--- src/hw/rtl/vic_pkg.sv ---
// Shared types and constants for the vertex index compaction block.
`default_nettype none

package vic_pkg;

    localparam int CMD_W  = 2;
    localparam int IDX_W  = 10;
    localparam int KEPT_W = 11;

    typedef enum logic [CMD_W-1:0] {
        CMD_CLEAR = 2'd0,
        CMD_MARK  = 2'd1,
        CMD_BUILD = 2'd2,
        CMD_XLATE = 2'd3
    } t_cmd;

    typedef enum logic [2:0] {
        ST_INIT,
        ST_IDLE,
        ST_CLEAR,
        ST_BUILD,
        ST_XLATE
    } t_state;

    typedef struct packed {
        logic accept;
        logic cnt_zero;
        logic sweep;
        logic walk_issue;
        logic mark_set;
        logic imm_load;
        logic imm_oor;
        logic xlate_load;
        logic build_done;
    } t_ctrl;

    typedef struct packed {
        logic in_range;
        logic walk_more;
        logic pend;
        logic sweep_last;
        logic out_free;
    } t_stat;

endpackage

`default_nettype wire

--- src/hw/rtl/vic_ctrl.sv ---
// Controller state machine that sequences clear sweeps, table builds and lookups.
`default_nettype none

module vic_ctrl (
    input  wire logic                        i_clk,
    input  wire logic                        i_rst_n,
    input  wire logic                        i_in_valid,
    input  wire logic [vic_pkg::CMD_W-1:0]   i_cmd,
    input  wire vic_pkg::t_stat              i_stat,
    output logic                             o_in_ready,
    output vic_pkg::t_ctrl                   o_ctrl
);
    import vic_pkg::*;

    t_state r_state;
    t_state n_state;
    t_cmd   cmd;
    logic   accept;

    assign cmd        = t_cmd'(i_cmd);
    assign o_in_ready = (r_state == ST_IDLE) && i_stat.out_free;
    assign accept     = i_in_valid && o_in_ready;

    always_ff @(posedge i_clk) begin
        if (!i_rst_n) begin
            r_state <= ST_INIT;
        end else begin
            r_state <= n_state;
        end
    end

    always_comb begin
        n_state = r_state;
        unique case (r_state)
            ST_INIT: begin
                if (i_stat.sweep_last) begin
                    n_state = ST_IDLE;
                end
            end
            ST_IDLE: begin
                if (accept) begin
                    unique case (cmd)
                        CMD_CLEAR: n_state = ST_CLEAR;
                        CMD_MARK:  n_state = ST_IDLE;
                        CMD_BUILD: n_state = ST_BUILD;
                        CMD_XLATE: n_state = i_stat.in_range ? ST_XLATE : ST_IDLE;
                        default:   n_state = ST_IDLE;
                    endcase
                end
            end
            ST_CLEAR: begin
                if (i_stat.sweep_last) begin
                    n_state = ST_IDLE;
                end
            end
            ST_BUILD: begin
                if (!i_stat.walk_more && !i_stat.pend) begin
                    n_state = ST_IDLE;
                end
            end
            ST_XLATE: n_state = ST_IDLE;
            default:  n_state = ST_IDLE;
        endcase
    end

    always_comb begin
        o_ctrl        = '0;
        o_ctrl.accept = accept;
        unique case (r_state)
            ST_INIT: begin
                o_ctrl.sweep = 1'b1;
            end
            ST_IDLE: begin
                if (accept) begin
                    unique case (cmd)
                        CMD_CLEAR: o_ctrl.cnt_zero = 1'b1;
                        CMD_MARK: begin
                            o_ctrl.mark_set = i_stat.in_range;
                            o_ctrl.imm_load = 1'b1;
                            o_ctrl.imm_oor  = !i_stat.in_range;
                        end
                        CMD_BUILD: o_ctrl.cnt_zero = 1'b1;
                        CMD_XLATE: begin
                            o_ctrl.imm_load = !i_stat.in_range;
                            o_ctrl.imm_oor  = !i_stat.in_range;
                        end
                        default: o_ctrl.imm_load = 1'b0;
                    endcase
                end
            end
            ST_CLEAR: begin
                o_ctrl.sweep    = 1'b1;
                o_ctrl.imm_load = i_stat.sweep_last;
            end
            ST_BUILD: begin
                o_ctrl.walk_issue = i_stat.walk_more;
                o_ctrl.build_done = !i_stat.walk_more && !i_stat.pend;
            end
            ST_XLATE: begin
                o_ctrl.xlate_load = 1'b1;
            end
            default: o_ctrl.accept = accept;
        endcase
    end

endmodule

`default_nettype wire

--- config.mk ---
export PLATFORM = sky130hd
export DESIGN_NAME = vic_ctrl
export DESIGN_NICKNAME = d
export VERILOG_FILES = /design/src/hw/rtl/vic_pkg.sv /design/src/hw/rtl/vic_ctrl.sv
export SDC_FILE = /design/constraint.sdc
export NUM_CORES = 1
export LEC_CHECK = 0
export BUFFER_PORTS_ARGS = -buffer_cell sky130_fd_sc_hd__buf_4
export CAP_MARGIN = 20
export CORE_AREA = 4 4 41 43
export DETAILED_ROUTE_END_ITERATION = 10
export DIE_AREA = 0 0 45 47
export PLACE_DENSITY = 0.57
export SKIP_CTS_REPAIR_TIMING = 1
export SKIP_LAST_GASP = 1
export SYNTH_ARGS = -nofsm -noshare
export SYNTH_HDL_FRONTEND = slang
export SYNTH_SLANG_ARGS = --single-unit
--- constraint.sdc ---
create_clock -name i_clk -period 1.1 [get_ports i_clk]
set_input_delay 0.11 -clock i_clk [delete_from_list [all_inputs] [get_ports i_clk]]
set_output_delay 0.11 -clock i_clk [all_outputs]
set_load 0.03 [all_outputs]
==> run metrics, run 1 <==
critical setup path kind=flop to output port; count of port buffers added during placement=19; minimum period implied by the final worst setup slack=1.354 ns; Non-Filler Instances=79; initial core utilization=0.2231; startpoint class of the critical path=flop; die area=0.002115 mm2; final worst slack=-0.2544 ns; number of antenna violations at the first check in global routing=0; sum of buffers and inverters on the critical path=1; transition time at the pin with the least slew margin=0.2870 ns; drt pass-1 iters=2; synthesized area per cell=8.063 um2; pin count of the biggest net entering global routing=8; CTS tree=done; vias after detailed routing=355; total of max-cap violations=0; hold depth=3; Distinct cells, synth=25; Max Slew Vio Count=0; DIE WIDTH=45 um; via count of the first global-routing pass=318; worst reg-to-reg path cell count=5; count of antenna-violating nets left after detailed routing=0; net count after synthesis=46; flip-flop and latch count after synthesis=3; setup violators final=10; number of diodes added for antenna fixing=0; remaining max-slew budget at the tightest pin=0.8070; Max Fclk=738.3 MHz; number of buffers inserted during clock tree synthesis=3; CP max stage cell=dfxtp_2; worst endpoint data arrival time=1.24 ns; layout cell share with drive strength beyond 1=0.7344; delay of the slowest cell on the worst path=0.31 ns; Hold/Removal Path Class=input pin to flop; final hold violations=0; Regs by FF count=r_state (3); total clock sinks=3; Storage cell area=63.81 um2; maximum fanout count along the critical path=4; Inst Count DP=74; P_leak=0.0002718 uW; Post-route DRC=0; via count normalized by instance count=4.494; Largest Register=r_state; capturing element type of the critical path=output port; netlist area before placement=290.3 um2; clock slew at the register clock pins of the worst setup and hold paths=0.03 ns; number of primary I/O pins=20; RSZ-0062 raised after global routing=true; final weighted congestion in routability-driven placement=0.7510; Cell Pwr Density=774.3 mW/mm2; y dimension of the die=47 um; GRT Resource Usage Total=0.08833; H-tree levels=1; final wirelength=840 um; Worst-Skew Late Latency=0.23 ns; status=finished, violations left; total gr overflow=0; area used by multi-input combinational logic=247.7 um2; layout net count=75; Std-Cell Rows=13; share of synthesized area occupied by flip-flops and latches=0.2069; wire per inst=10.63 um; clock tree skew after final layout=0.002396 ns; Final Hold Slack=0.1339 ns; total power of the final layout=465.0 uW; post-synthesis cell count=36; flip-flop count of the largest register, all copies and words added=3; maximum ir drop on the vdd rail=0.0004249 V; Core Box Area=0.001301 mm2; Synth-to-Final Area Change=106.9%; Max Buffers Root-to-Sink=2; portion of the clock cycle consumed by the worst path in the final layout=1.231; synthesis warning total=0; global-route wire length before repair=1290 um; drt initial violations=1; fillers=136; root buffer cell=clkbuf_4; critical path cell sequence=and3b_2 -> nand3_4 -> o22ai_2 -> buf_6; Crit. path cell count=4; cell class contributing the biggest share of worst-path delay=simple AND/OR/NAND/NOR gates; Required @ worst endpoint=0.99 ns; violations in the final reports=setup timing
-- per-stage QoR --
stage	utilization	instance area, um2	TNS [ns]	setup WS [ns]
floorplan	-	325.3	-0.2624	-0.09180
global placement	0.3942	513.0	-0.09023	-0.04952
detailed placement	0.3942	513.0	-0.1088	-0.04963
CTS	0.4144	539.3	-2.132	-0.3119
global route	0.4615	600.6	-2.272	-0.3324
finish	0.4615	600.6	-1.612	-0.2544
-- logic make-up after synthesis --
logic type | count (synthesis) | synth area share
compound gates | 7 | 0.1767
xor+xnor | 1 | 0.03018
buf+inv | 3 | 0.06463
flops | 3 | 0.2069
simple gates | 22 | 0.5215
-- cell usage after synthesis --
| master | instances | area [um2] |
|---|---|---|
| a21oi_1 | 1 | 5.000 |
| buf_4 | 2 | 15.01 |
| nor2b_4 | 1 | 13.76 |
| nand3b_1 | 2 | 15.01 |
| o31ai_1 | 1 | 7.510 |
| and2b_1 | 1 | 7.510 |
| nand3_1 | 1 | 5.000 |
| nand3_2 | 1 | 10.01 |
| and3_2 | 1 | 7.510 |
| a21oi_2 | 1 | 8.760 |
| o22ai_2 | 1 | 12.51 |
| o21ai_0 | 2 | 10.01 |
| xor2_1 | 1 | 8.760 |
| and3b_2 | 1 | 10.01 |
| nor3b_1 | 1 | 7.510 |
| and3b_1 | 1 | 8.760 |
| nor2_1 | 3 | 11.26 |
| o21a_1 | 1 | 7.510 |
| nand2b_1 | 1 | 6.260 |
| nand2_1 | 4 | 15.01 |
| inv_1 | 1 | 3.750 |
| nor3_2 | 2 | 20.02 |
| dfxtp_1 | 3 | 60.06 |
| and2_4 | 1 | 8.760 |
| nor3_1 | 1 | 5.000 |
-- final timing paths --
check / startpoint / end / slack (ns)
hold / removal: i_rst_n / r_state[1] / 0.13
setup / recovery: r_state[1] / o_ctrl[3] / -0.25
hold reg to reg: r_state[0] / r_state[1] / 0.61
setup reg to reg: r_state[0] / r_state[0] / -0.02
-- per-layer routing --
layer / vias to the layer above / GRT usage / part of all wire
met5: - / 0 / 0
met4: 0 / 0.08772 / 0.021
met3: 2 / 0.02682 / 0.090
met2: 19 / 0.1130 / 0.44
met1: 154 / 0.1131 / 0.45
li1: 180 / - / -
-- cell type report --
class,instances,share of cell area
multi-input cells,30,0.4125
flip-flops and latches,3,0.1063
inverters,1,0.006250
repair buffers,26,0.4000
clock buffers,4,0.04375
well taps,15,0.03125
-- worst reg2reg max path, delay by kind of cell (launching register included) --
kind | cells | cell delay, ns
AOI/OAI and AO/OA | 2 | 0.34
buffers and inverters | 3 | 0.35
DFF | 1 | 0.31
-- where the power goes --
group / total, uW / internal [uW] / switching [uW]
combinational: 155 / 79.3 / 76.0
sequential: 116 / 114 / 2.06
clock: 194 / 136 / 57.7
total: 465 / 329 / 136
-- cells in the final DEF (no fill, tap or decap), types with 2 or more instances in the layout --
| cell type | synthesis | routed |
|---|---|---|
| dfxtp_2 | 0 | 3 |
| and3b_2 | 1 | 2 |
| nand2_1 | 4 | 4 |
| buf_4 | 2 | 14 |
| buf_6 | 0 | 12 |
| clkbuf_4 | 0 | 3 |
| nand3b_1 | 2 | 2 |
| nor3_2 | 2 | 2 |
Note: power is estimated with default switching activity, not from simulation.
==> inputs of run 2 (changes only) <==
--- a/config.mk
+++ b/config.mk
@@ -10,7 +10,6 @@
 export CORE_AREA = 4 4 41 43
 export DETAILED_ROUTE_END_ITERATION = 10
 export DIE_AREA = 0 0 45 47
-export PLACE_DENSITY = 0.57
 export SKIP_CTS_REPAIR_TIMING = 1
 export SKIP_LAST_GASP = 1
 export SYNTH_ARGS = -nofsm -noshare
==> run 2 against run 1 <==
The flow still finishes with violations (setup timing); sequential cell count unchanged; critical endpoint is now o_ctrl[7]; highest routed layer is now met3; combinational power shrank 8%; setup slack is essentially flat; hold slack better by 0.012 ns; first-iteration DRC count rose to 4.0 times the previous value.
==> run metrics, run 2 (synthesis gave the netlist of run 1 again) <==
most frequent cells in the layout=buf_4, buf_6, nand2_1; final weighted congestion in routability-driven placement=0.7720; layout cell share with drive strength beyond 1=0.7258; global-route wire length before repair=1311 um; Post-route DRC=0; maximum ir drop on the vdd rail=0.0007695 V; post-route core utilization=0.4413; worst reg-to-reg path cell count=4; flip-flop count of the largest register, all copies and words added=3; final hold violations=0; total clock sinks=3; worst endpoint data arrival time=1.24 ns; startpoint class of the critical path=flop; remaining max-slew budget at the tightest pin=0.7928; Crit. path cell count=4; number of buffers inserted during clock tree synthesis=3; critical setup path kind=flop to output port; vias after detailed routing=355; number of antenna violations at the first check in global routing=0; clock tree skew after final layout=0.0003293 ns; hold depth=3; total power of the final layout=450.6 uW; wire per inst=10.88 um; P_leak=0.0002582 uW; CP max stage cell=dfxtp_2; GRT Resource Usage Total=0.08596; Cell Pwr Density=784.6 mW/mm2; drt pass-1 iters=2; final wirelength=838 um; number of primary I/O pins=20; setup total negative slack=-1.696 ns; Synth-to-Final Area Change=97.85%; Min-Delay Startpoint=i_rst_n; Worst-Skew Late Latency=0.23 ns; number of diodes added for antenna fixing=0; clock slew at the register clock pins of the worst setup and hold paths=0.04 ns; portion of the clock cycle consumed by the worst path in the final layout=1.231; area used by multi-input combinational logic=247.7 um2; final standard cell area without fillers=574.3 um2; drt initial violations=4; final worst slack=-0.2541 ns; minimum setup slack after placement=-0.06367 ns; GRT busiest layer=met2; Largest Register=r_state; sum of buffers and inverters on the critical path=1; Hold/Removal Path Class=input pin to flop; die area=0.002115 mm2; layout net count=73; count of port buffers added during placement=19; DIE WIDTH=45 um; H-tree levels=1; capturing point of the worst reg2reg path=r_state[2]; root buffer cell=clkbuf_4; placed wire-length estimate=701.2 um; Storage cell area=63.81 um2; Core Box Area=0.001301 mm2; Required @ worst endpoint=0.99 ns; critical path cell sequence=and3b_2 -> and2_4 -> nor2b_4 -> buf_6; Max Fclk=738.5 MHz; via count of the first global-routing pass=340; capturing element type of the critical path=output port; placed cell areas=498.0 um2; RSZ-0062 raised after global routing=true; maximum fanout count along the critical path=3; met3 layer usage reported by global route=0.06513; violations in the final reports=setup timing; Max Buffers Root-to-Sink=2; via count normalized by instance count=4.610; Max Slew Vio Count=0; met1 track utilization from global routing=0.1018; pin count of the biggest net entering global routing=8; worst r2r src=r_state[1]; initial core utilization=0.2231; y dimension of the die=47 um; fraction of met2 tracks used by global routing=0.1328; total gr overflow=0; minimum period implied by the final worst setup slack=1.354 ns; total of max-cap violations=0; end of the worst hold path=r_state[1]; fillers=143; CTS tree=done; setup violators final=10; status=finished, violations left; Regs by FF count=r_state (3); cell class contributing the biggest share of worst-path delay=simple AND/OR/NAND/NOR gates; delay of the slowest cell on the worst path=0.31 ns; count of antenna-violating nets left after detailed routing=0; Std-Cell Rows=13; transition time at the pin with the least slew margin=0.3081 ns; setup slack of the worst register-to-register path=0.05 ns; most common cell after layout, fill and taps aside=buf_4
==> run 2: changes by cell type in the layout (fill, tap and decap cells not counted), sizes merged <==
cell,delta
buf,-2
==> run 2: tightest hold or removal path, cell delays in order <==
cell,delay (ns)
buf_4,0.12
nand2b_1,0.06
a21oi_1,0.04
==> run 2: layer usage <==
metal / wire (um) / vias up
li1: - / 177
met1: 336 / 157
met2: 361 / 21
met3: 140 / 0
met4: 0 / 0
met5: 0 / -
==> run 2: power by group <==
group / leakage, uW / internal [uW] / switching, uW
sequential: 0.0000257 / 114 / 3.43
clock: 0.0000150 / 136 / 54.6
combinational: 0.000217 / 70.3 / 72.5
==> run 2: layout make-up <==
class | count | share of cell area
clock buffers | 4 | 0.04575
inverters | 1 | 0.006536
multi-input cells | 30 | 0.4314
flip-flops and latches | 3 | 0.1111
well taps | 15 | 0.03268
repair buffers | 24 | 0.3725
==> run 2: worst max-delay path by stage <==
stage          slack [ns]        end        from
4_1_cts             -0.32  o_ctrl[4]  r_state[1]
3_5_place_dp        -0.06  o_ctrl[4]  r_state[1]
2_1_floorplan       -0.09  o_ctrl[3]  r_state[1]
6_report            -0.25  o_ctrl[7]  r_state[1]
5_1_grt             -0.31  o_ctrl[3]  r_state[1]
3_3_place_gp        -0.06  o_ctrl[4]  r_state[1]
==> run 2: through the flow <==
stage	instances	hold WS (ns)
global placement	72	0.3826
floorplan	36	0.2321
CTS	76	0.1365
detailed placement	72	0.3842
finish	77	0.1454
global route	77	0.1468
